[config.mk]
export PLATFORM = sky130hd
export DESIGN_NAME = arp_cache_responder
export DESIGN_NICKNAME = d
export VERILOG_FILES = /design/src/rtl/acr_pkg.sv /design/src/rtl/acr_ram.sv /design/src/rtl/arp_cache_responder.sv
export SDC_FILE = /design/constraint.sdc
export NUM_CORES = 2
export LEC_CHECK = 0
export BUFFER_PORTS_ARGS = -buffer_cell sky130_fd_sc_hd__buf_2
export CAP_MARGIN = 20
export CORE_UTILIZATION = 64
export CTS_CLUSTER_SIZE = 8
export DETAILED_ROUTE_END_ITERATION = 10
export PLACE_DENSITY = 0.84
export RECOVER_POWER = 25
export SLEW_MARGIN = 10
export SYNTH_ARGS = -nofsm -noshare
export SYNTH_HDL_FRONTEND = slang
export SYNTH_SLANG_ARGS = --single-unit
[constraint.sdc]
create_clock -name clk -period 36.6 [get_ports clk]
set_clock_uncertainty 0.05 [all_clocks]
set_input_delay 1.83 -clock clk [delete_from_list [all_inputs] [get_ports clk]]
set_output_delay 1.83 -clock clk [all_outputs]
set_load 0.02 [all_outputs]
[src/rtl/acr_pkg.sv]
package acr_pkg;

  // command codes on s_tuser
  localparam logic [1:0] CMD_RX      = 2'd0;
  localparam logic [1:0] CMD_RESOLVE = 2'd1;
  localparam logic [1:0] CMD_KICK    = 2'd2;

  // arp operation codes
  localparam logic [15:0] ARP_OP_REQUEST = 16'd1;
  localparam logic [1:0]  SEND_NONE      = 2'd0;
  localparam logic [1:0]  SEND_REQUEST   = 2'd1;
  localparam logic [1:0]  SEND_REPLY     = 2'd2;

  localparam logic [15:0] MIN_FRAME  = 16'd42;
  localparam logic [15:0] PROTO_IPV4 = 16'h0800;
  localparam logic [7:0]  IPV4_LEN   = 8'd4;
  localparam logic [47:0] BCAST_MAC  = 48'hFFFF_FFFF_FFFF;

  // register address width and the select values on paddr[3]
  localparam int unsigned APB_AW = 4;
  localparam logic        REG_OWN_MAC = 1'b0;
  localparam logic        REG_OWN_IP  = 1'b1;

  // input item payload, last field in the lowest bits
  typedef struct packed {
    logic [31:0] query_ip;
    logic [31:0] target_ip;
    logic [31:0] sender_ip;
    logic [47:0] sender_mac;
    logic [15:0] operation;
    logic [7:0]  proto_addr_len;
    logic [15:0] proto_type;
    logic [15:0] frame_length;
  } in_data_t;

  localparam int unsigned IN_DATA_W = $bits(in_data_t);

  // result payload
  typedef struct packed {
    logic [31:0] reply_target_ip;
    logic [47:0] reply_target_mac;
    logic [47:0] dest_mac;
    logic [47:0] resolved_mac;
  } out_data_t;

  typedef struct packed {
    logic [1:0] send_oper;
    logic       send_packet;
    logic       resolve_hit;
  } out_user_t;

  localparam int unsigned OUT_DATA_W = $bits(out_data_t);
  localparam int unsigned OUT_USER_W = $bits(out_user_t);

  // one cache entry as held in the ram
  typedef struct packed {
    logic [31:0] ip;
    logic [47:0] mac;
  } entry_t;

  localparam int unsigned ENTRY_W = $bits(entry_t);

endpackage

[src/rtl/acr_ram.sv]
module acr_ram #(
  parameter int unsigned WIDTH = 80,
  parameter int unsigned DEPTH = 16
) (
  input  logic                                   clk,
  input  logic                                   wr_en,
  input  logic [((DEPTH > 1) ? $clog2(DEPTH) : 1)-1:0] wr_addr,
  input  logic [WIDTH-1:0]                       wr_data,
  input  logic                                   rd_en,
  input  logic [((DEPTH > 1) ? $clog2(DEPTH) : 1)-1:0] rd_addr,
  output logic [WIDTH-1:0]                       rd_data
);

  logic [WIDTH-1:0] mem [DEPTH];

  always_ff @(posedge clk) begin
    if (wr_en) begin
      mem[wr_addr] <= wr_data;
    end
    if (rd_en) begin
      rd_data <= mem[rd_addr];
    end
  end

endmodule

[src/rtl/arp_cache_responder.sv]
// channel   direction  handshake          payload
// s_        in         s_tvalid/s_tready  s_tdata packet fields, s_tuser command
// m_        out        m_tvalid/m_tready  m_tdata addresses, m_tuser hit/send flags
// apb       in         psel/penable       own_mac at 0x0, own_ip at 0x8
//
// a resolve or a received packet scans the cache one entry a cycle through the
// ram read port, ending early on a hit; a kick goes straight to the emit state,
// and dropped packets and unused commands are taken without leaving idle
// synchronous active-high reset clears the valid bits, the registers and control
// a result waits in the output register; the next item is taken meanwhile and
// its own result waits in the emit state until the output register is free
module arp_cache_responder #(
  parameter int unsigned CACHE_ENTRIES = 16
) (
  input  logic                                clk,
  input  logic                                rst,
  // input items
  input  logic                                s_tvalid,
  output logic                                s_tready,
  // frame_length, proto_type, proto_addr_len, operation, sender_mac,
  // sender_ip, target_ip, query_ip (lowest bit first)
  input  logic [acr_pkg::IN_DATA_W-1:0]       s_tdata,
  // command
  input  logic [1:0]                          s_tuser,
  // result items
  output logic                                m_tvalid,
  input  logic                                m_tready,
  // resolved_mac, dest_mac, reply_target_mac, reply_target_ip (lowest bit first)
  output logic [acr_pkg::OUT_DATA_W-1:0]      m_tdata,
  // resolve_hit, send_packet, send_oper (lowest bit first)
  output logic [acr_pkg::OUT_USER_W-1:0]      m_tuser,
  // configuration
  input  logic                                psel,
  input  logic                                penable,
  input  logic                                pwrite,
  input  logic [acr_pkg::APB_AW-1:0]          paddr,
  input  logic [63:0]                         pwdata,
  output logic [63:0]                         prdata,
  output logic                                pready
);

  import acr_pkg::*;

  localparam int unsigned IDX_W = (CACHE_ENTRIES > 1) ? $clog2(CACHE_ENTRIES) : 1;
  localparam logic [IDX_W-1:0] LAST_IDX = IDX_W'(CACHE_ENTRIES - 1);

  typedef enum logic [1:0] {
    ST_IDLE,
    ST_SCAN,
    ST_EMIT
  } state_t;

  typedef struct packed {
    out_user_t user;
    out_data_t data;
  } result_t;

  state_t state;

  // configuration registers
  logic [47:0] own_mac;
  logic [31:0] own_ip;

  // item context captured at accept
  logic [31:0] key_ip;        // sender ip when learning, query ip when resolving
  logic [47:0] key_mac;
  logic        is_learn;
  logic        want_reply;

  // scan control
  logic [IDX_W-1:0] scan_idx;   // address being issued
  logic             issue_done;
  logic             cmp_vld;    // ram data for cmp_idx is on rd_data
  logic [IDX_W-1:0] cmp_idx;
  logic             free_found;
  logic [IDX_W-1:0] free_idx;

  logic [CACHE_ENTRIES-1:0] valid;

  result_t res;       // pending result
  result_t out_reg;

  in_data_t s_data;
  entry_t   rd_data;
  entry_t   wr_data;
  logic     wr_en;
  logic [IDX_W-1:0] wr_addr;
  logic     rd_en;
  logic     cmp_hit;
  logic     cmp_end;
  logic     free_here;
  logic     apb_wr;

  assign s_data   = in_data_t'(s_tdata);
  assign s_tready = (state == ST_IDLE);
  assign m_tdata  = out_reg.data;
  assign m_tuser  = out_reg.user;
  assign pready   = 1'b1;
  assign apb_wr   = psel && penable && pwrite;

  always_comb begin
    prdata = (paddr[3] == REG_OWN_IP) ? {32'd0, own_ip} : {16'd0, own_mac};
  end

  // compare the entry read last cycle; the first free slot is tracked on the way
  always_comb begin
    cmp_hit   = cmp_vld && valid[cmp_idx] && (rd_data.ip == key_ip);
    cmp_end   = cmp_vld && !cmp_hit && (cmp_idx == LAST_IDX);
    free_here = cmp_vld && !valid[cmp_idx];
    rd_en     = (state == ST_SCAN) && !issue_done;
    wr_en     = (state == ST_SCAN) && is_learn && (cmp_hit || cmp_end);
    if (cmp_hit) begin
      wr_addr = cmp_idx;
    end else if (free_found) begin
      wr_addr = free_idx;
    end else if (free_here) begin
      wr_addr = cmp_idx;
    end else begin
      wr_addr = '0;   // cache full: overwrite slot 0
    end
    wr_data.ip  = key_ip;
    wr_data.mac = key_mac;
  end

  acr_ram #(
    .WIDTH (ENTRY_W),
    .DEPTH (CACHE_ENTRIES)
  ) u_cache (
    .clk     (clk),
    .wr_en   (wr_en),
    .wr_addr (wr_addr),
    .wr_data (wr_data),
    .rd_en   (rd_en),
    .rd_addr (scan_idx),
    .rd_data (rd_data)
  );

  always_ff @(posedge clk) begin
    if (rst) begin
      state      <= ST_IDLE;
      own_mac    <= '0;
      own_ip     <= '0;
      valid      <= '0;
      m_tvalid   <= 1'b0;
      issue_done <= 1'b0;
      cmp_vld    <= 1'b0;
      free_found <= 1'b0;
      scan_idx   <= '0;
    end else begin
      if (apb_wr) begin
        if (paddr[3] == REG_OWN_MAC) begin
          own_mac <= pwdata[47:0];
        end else begin
          own_ip <= pwdata[31:0];
        end
      end

      // the emit state reloads the output register itself
      if (m_tvalid && m_tready && (state != ST_EMIT)) begin
        m_tvalid <= 1'b0;
      end

      unique case (state)
        ST_IDLE: begin
          scan_idx   <= '0;
          issue_done <= 1'b0;
          cmp_vld    <= 1'b0;
          free_found <= 1'b0;
          if (s_tvalid) begin
            key_mac    <= s_data.sender_mac;
            want_reply <= (s_data.operation == ARP_OP_REQUEST) &&
                          (s_data.target_ip == own_ip) && (own_ip != '0);
            case (s_tuser)
              CMD_RX: begin
                is_learn <= 1'b1;
                key_ip   <= s_data.sender_ip;
                if ((s_data.frame_length >= MIN_FRAME) &&
                    (s_data.proto_type == PROTO_IPV4) &&
                    (s_data.proto_addr_len == IPV4_LEN)) begin
                  state <= ST_SCAN;
                end
              end
              CMD_RESOLVE: begin
                is_learn <= 1'b0;
                key_ip   <= s_data.query_ip;
                state    <= ST_SCAN;
              end
              CMD_KICK: begin
                // gratuitous request, sent even while own ip is zero
                res.user.resolve_hit       <= 1'b0;
                res.user.send_packet       <= 1'b1;
                res.user.send_oper         <= SEND_REQUEST;
                res.data.resolved_mac      <= '0;
                res.data.dest_mac          <= BCAST_MAC;
                res.data.reply_target_mac  <= '0;
                res.data.reply_target_ip   <= own_ip;
                state                      <= ST_EMIT;
              end
              default: begin
                // unused command is dropped
              end
            endcase
          end
        end

        ST_SCAN: begin
          // issue one read address a cycle
          cmp_vld <= !issue_done && !(cmp_hit || cmp_end);
          cmp_idx <= scan_idx;
          if (!issue_done) begin
            if (scan_idx == LAST_IDX) begin
              issue_done <= 1'b1;
            end else begin
              scan_idx <= scan_idx + IDX_W'(1);
            end
          end
          if (free_here && !free_found) begin
            free_found <= 1'b1;
            free_idx   <= cmp_idx;
          end

          if (cmp_hit || cmp_end) begin
            if (is_learn) begin
              valid[wr_addr]             <= 1'b1;
              res.user.resolve_hit       <= 1'b0;
              res.user.send_packet       <= 1'b1;
              res.user.send_oper         <= SEND_REPLY;
              res.data.resolved_mac      <= '0;
              res.data.dest_mac          <= key_mac;
              res.data.reply_target_mac  <= key_mac;
              res.data.reply_target_ip   <= key_ip;
              state                      <= want_reply ? ST_EMIT : ST_IDLE;
            end else if (cmp_hit) begin
              res.user.resolve_hit       <= 1'b1;
              res.user.send_packet       <= 1'b0;
              res.user.send_oper         <= SEND_NONE;
              res.data.resolved_mac      <= rd_data.mac;
              res.data.dest_mac          <= '0;
              res.data.reply_target_mac  <= '0;
              res.data.reply_target_ip   <= '0;
              state                      <= ST_EMIT;
            end else begin
              // miss: broadcast a request for the queried address
              res.user.resolve_hit       <= 1'b0;
              res.user.send_packet       <= 1'b1;
              res.user.send_oper         <= SEND_REQUEST;
              res.data.resolved_mac      <= '0;
              res.data.dest_mac          <= BCAST_MAC;
              res.data.reply_target_mac  <= '0;
              res.data.reply_target_ip   <= key_ip;
              state                      <= ST_EMIT;
            end
          end
        end

        ST_EMIT: begin
          if (!m_tvalid || m_tready) begin
            m_tvalid <= 1'b1;
            out_reg  <= res;
            state    <= ST_IDLE;
          end
        end

        default: begin
          state <= ST_IDLE;
        end
      endcase
    end
  end

endmodule
# After elaboration in Yosys (flattened, before gate mapping)
# Memories as Yosys holds them, arrays and structs flattened. A register that Yosys moved wholly into a read port is not among the register bits.
# Index checks and enable logic that the tools add are counted.
# W data, S select, Z words.
[word_totals]
ff_bits = 556
mem_bits_rw = 1280
out_inout_bits = 247
word_cells = 141
n_memories = 1
[memory_table]
columns = ["memory", "depth", "word_bits", "read_ports", "rd_clocked_by_memory_dff", "write_ports", "line_no", "text"]
rows = [
  ["u_cache.mem", 16, 80, 1, 1, 1, "acr_ram.sv:14", "logic [WIDTH-1:0] mem [DEPTH];"],
]
[op_classes]
add_sub_neg = 1
n_lt_le_gt_ge = 4
eq_ne = 21
muxes = 38
n_bitwise = 3
n_reduce_logical = 44
[ops]
columns = ["operator", "n"]
rows = [
  ["$mux W180", 4],
  ["$pmux W180 S2", 1],
  ["$mux W179", 1],
  ["$eq A32 B32 Y1", 2],
  ["$pmux W32 S2", 1],
  ["$mux W48", 1],
  ["$reduce_bool A32 Y1", 1],
  ["$mux W4", 5],
  ["$logic_and A1 B1 Y1", 19],
  ["$eq A16 B1 Y1 const B", 1],
  ["$eq A16 B12 Y1 const B", 1],
  ["$ge A16 B6 Y1 const B", 1],
  ["$or A16 B16 Y16", 1],
  ["$reduce_and A3 Y1", 5],
  ["$mux W2", 6],
  ["$pmux W2 S3", 2],
  ["$lt A4 B5 Y1 const B", 2],
  ["$mux W1", 10],
  ["$ne A2 B2 Y1 const B", 5],
  ["$reduce_and A5 Y1", 2],
  ["$eq A4 B4 Y1 const B", 2],
  ["$eq A8 B3 Y1 const B", 1],
  ["$pmux W1 S2", 4],
  ["$pmux W4 S2", 1],
  ["16 further kinds", 32],
]

# Logic depth before layout (Yosys ltp)
[logic_depth]
ltp_word = 12
ltp_mapped = 10

# Modules after synthesis
# A second synthesis with hierarchy kept.
[hier_totals]
hier_cells = 3472
hier_area_um2 = 71235.8
[modules_own_cells]
columns = ["module", "instances", "cells_each", "area_per_inst_um2"]
rows = [
  ["acr_ram", 1, 2054, 50239.4],
  ["arp_cache_responder", 1, 1418, 20996.4],
]

# Worst setup path before layout
# Ideal clock, no wire load.
[synth_timing]
kind = "input to register"
from = "input s_tuser[0]"
to = "register res[0] in the netlist's numbering (enable)"
setup_time_ns = 0.995
arrival_ns = 15.207
setup_slack_ns = 20.348
path_stages = 5
cell_sequence = "inv_1 > ha_1 > nor2b_1 > nand2_1 > a21boi_0"
[synth_via]
elab_chain_cells = 3
[synth_rtl]
columns = ["item", "line_no", "text"]
rows = [
  ["start, declared", "arp_cache_responder.sv:24", "input logic [1:0] s_tuser,"],
  ["$eq A2 B2 Y1", "arp_cache_responder.sv:173", "case (s_tuser)"],
  ["$ne A2 B1 Y1 (no line)", "n/a", ""],
  ["$reduce_and A5 Y1 (no line)", "n/a", ""],
  ["end, declared", "arp_cache_responder.sv:80", "result_t res;"],
]
# Every way passes these cells.
# A chain may end at the register's enable or synchronous reset.

# Worst setup path in the final report
[layout_timing]
from = "register key_ip[9]"
to = "memory u_cache.mem[0][18] (enable)"
[layout_via]
elab_chain_cells = 9
word_cells_on_any_way = 10
cone_classes = "1 x eq/ne; 3 x mux; 6 x reduce/logical"
[layout_rtl]
columns = ["item", "line_no", "text"]
rows = [
  ["start, declared", "arp_cache_responder.sv:65", "logic [31:0] key_ip;"],
  ["start signal, assigned", "arp_cache_responder.sv:176", "key_ip <= s_data.sender_ip;"],
  ["start signal, assigned", "arp_cache_responder.sv:185", "key_ip <= s_data.query_ip;"],
  ["$eq A32 B32 Y1 (*)", "arp_cache_responder.sv:107", "cmp_hit = cmp_vld && valid[cmp_idx] && (rd_data.ip == key_ip);"],
  ["$logic_and A1 B1 Y1 (*)", "arp_cache_responder.sv:107", ""],
  ["$logic_not A1 Y1", "arp_cache_responder.sv:108", "cmp_end = cmp_vld && !cmp_hit && (cmp_idx == LAST_IDX);"],
  ["$logic_and A1 B1 Y1 (2 in series)", "arp_cache_responder.sv:108", ""],
  ["$logic_or A1 B1 Y1", "arp_cache_responder.sv:111", "wr_en = (state == ST_SCAN) && is_learn && (cmp_hit || cmp_end);"],
  ["$logic_and A1 B1 Y1", "arp_cache_responder.sv:111", ""],
  ["$mux W1", "acr_ram.sv:17", "if (wr_en) begin"],
  ["$mux W1 (implied by the code)", "acr_ram.sv:18", "mem[wr_addr] <= wr_data;"],
  ["end, declared", "acr_ram.sv:14", ""],
]
# Every way passes the cells marked *; elsewhere a longest branch is shown, timed or not.

==> results_dict.tcl <==
set metrics [dict create \
    clk_pin_slew_worst_paths_ns 0.05 \
    path_max_fanout 49 \
    synth_top_area_share_pct 76.2 \
    clockBufferDepth 4 \
    num_vias 38400 \
    row_count 122 \
    muxShareOfSynthArea_pct 13.9 \
    n_fill_cell 5593 \
    synth_cell_types 53 \
    synth-xor-area-share_pct 0.774 \
    wl_um 196000 \
    post-route-drc-count 0 \
    core_um2 111000 \
    io_buffers 486 \
    drtAntennaViolNets 0 \
    area_delta_synth_final_pct 16.7 \
    final_max_slew_viol_count 0 \
    grt_pass1_vias 39000 \
    h-tree-depth 5 \
    die_w_um 336 \
    cp-start-kind "flip-flop" \
    max_stage_delay_ns 0.90 \
    r2r_setup_slack_ns 30.09 \
    tritoncts "done" \
    ys.flop_type "edfxtp_1" \
    status "finished, final reports clean" \
    critPathArrivalTime_ns 6.91 \
    detail_route.wl_per_cell_um 35.3 \
    irDropWorstVdd_mv 0.0376 \
    start_util_pct 64.5 \
    power.density_nw_per_um2 58.8 \
    track_usage_pct 35.1 \
    dr.pass1.iters 6 \
    async_flop_share_pct 0 \
    finalCritPeriodShare_pct 17.8 \
    antenna_found_initial 11 \
    place_inst 5199 \
    fin_setup_tns_ns 0 \
    multi_input_area_um2 14200 \
    cts_hold_buffers 0 \
    cts_resized 0 \
    hp-start "res[98]" \
    die_h_um 336 \
    yosys.area_share.simple_pct 3.58 \
    grt_pass1_wl_um 275000 \
    crit_type "flip-flop to flip-flop" \
    tightest_slew_ns 1.19 \
    crit_top_cell "buf_4" \
    syn_avg_cell_area_um2 21.4 \
    clk_latency_ns 0.88 \
    overflow 0 \
    seq_area_um2 56500 \
    required_ns 37.00 \
    r2r_start "key_ip[9]" \
    cap_violations 0 \
    crit_path_top_delay_cell "buf_4" \
    drtIter0Drc 5191 \
    synth_compound_area_share_pct 1.30 \
    post_cts_buffers 0 \
    hpwl_um 90400 \
    setup_viol 0 \
    cts_num_sinks 1916 \
    power_w 0.00489 \
    final_nets 4285 \
    crit_chain "xnor2_1, nand4_1, nor4_1, nand3_1, or2_2, a32oi_2, nand2_1, nor2_4, buf_4, buf_4" \
    hold_viol_final 0 \
    synth_seq_area_share_pct 79.2 \
    synthAdderAreaFrac_pct 0.0702 \
    slew_headroom_pct 20.8 \
    cts_buffers 289 \
    die-area_um2 113000 \
    io_pins 524 \
    synth_top_area_cell "edfxtp_1" \
    synth-edff-count 1810 \
    worstHoldPathType "flip-flop to flip-flop" \
    synth_seq_cells 1916 \
    final_cell_mix "edfxtp_1 (1810), buf_2 (485), mux4_2 (400)" \
    ys_warn_count 0 \
    synth_area_leaders "edfxtp_1 (76%), mux4_2 (13%), dfxtp_1 (3.0%)" \
    critPathCaptureType "flip-flop" \
    final_common_cell "edfxtp_1" \
    fmax_ghz 0.154 \
    synth_top_family_by_area "multiplexers" \
    netlist_area_um2 71300 \
    layout.cells.non_filler 5539 \
    cts-root-buf "clkbuf_16" \
    drive_gt1_share_pct 33.8 \
    power_leakage_nw 27.1 \
    critPathLaunch "key_ip[9]" \
    gp_congestion 0.887 \
    netlist_instances 3333 \
    min_period_ns 6.51 \
    rsz0062_at_grt "no" \
    grt_max_degree 154 \
    vias_per_cell 6.94 \
]
## routing by layer
layer,share of wire [%],vias to the layer above,track usage (%)
met5,0.036,-,0
met4,5.3,10,17.5
met3,10,701,7.19
met2,52,3366,59.3
met1,33,19600,43.7
li1,-,14700,-
## worst paths after layout
path / end / cells past startpoint
max reg2reg: u_cache.mem[0][18] / 10
max: u_cache.mem[0][18] / 10
min reg2reg: m_tdata[98] / 0
min: m_tdata[98] / 0
## final cells by class
type / count / area share (%)
inverter: 22 / 0.105
multi-input combinational: 1228 / 17.1
clock buffer: 320 / 8.98
clock inverter: 11 / 0.129
antenna: 7 / 0.0210
timing repair buffer: 547 / 3.55
sequential: 1916 / 67.9
tap: 1488 / 2.24
## report_power, final
part	internal, W	switching (W)	total [W]
registers	0.00241	0.0000278	0.00244
clock network	0.00142	0.000903	0.00232
logic	0.0000525	0.0000738	0.000126
total	0.00389	0.00100	0.00489
## cell families after synthesis
| logic type | after synthesis |
|---|---|
| adder cells (fa/ha/maj) | 4 |
| multiplexers | 472 |
| AO/OA/AOI/OAI | 161 |
| XOR/XNOR | 63 |
| other | 2 |
| AND/OR/NAND/NOR | 511 |
| buffers and inverters | 204 |
| flip-flops | 1916 |
## stage by stage
step | instance area [um^2] | util [%] | worst slack [ns] | hold slack (ns)
2_1_floorplan | 71400 | - | 20.35 | 0.350
6_report | 83200 | 75.3 | 30.09 | 0.329
3_5_place_dp | 75600 | 68.4 | 30.52 | 0.355
5_1_grt | 83200 | 75.3 | 30.13 | 0.338
4_1_cts | 83100 | 75.2 | 30.26 | 0.330
3_3_place_gp | 75600 | 68.4 | 30.90 | 0.352
## worst max-delay path, delay by kind of cell, from the launching register on
| kind | cells | cell delay (ns) |
|---|---|---|
| AO/OA/AOI/OAI | 1 | 0.67 |
| XOR/XNOR | 1 | 0.24 |
| buffers and inverters | 2 | 1.43 |
| flip-flops | 1 | 0.85 |
| AND/OR/NAND/NOR | 6 | 2.69 |
## cells in the mapped netlist, types with 35 or more instances
library cell  number
nand2b_1          58
and2_1            48
nand2_1          229
clkbuf_1         132
mux4_2           400
mux2_2            67
a21oi_1           87
and3_1            48
edfxtp_1        1810
dfxtp_1          106
o21ai_0           35
xnor2_1           51
## flip-flops by register name, summed over array words and instances (netlist names)
name,cells
u_cache.mem,1280
res,180
m_tdata,176
u_cache.rd_data,80
key_mac,48
own_mac,48
key_ip,32
own_ip,32
valid,16
cmp_idx,4
free_idx,4
m_tuser,4
scan_idx,4
state,2
cmp_vld,1
free_found,1
is_learn,1
issue_done,1
m_tvalid,1
want_reply,1
Note: power is estimated with default switching activity, not from simulation.
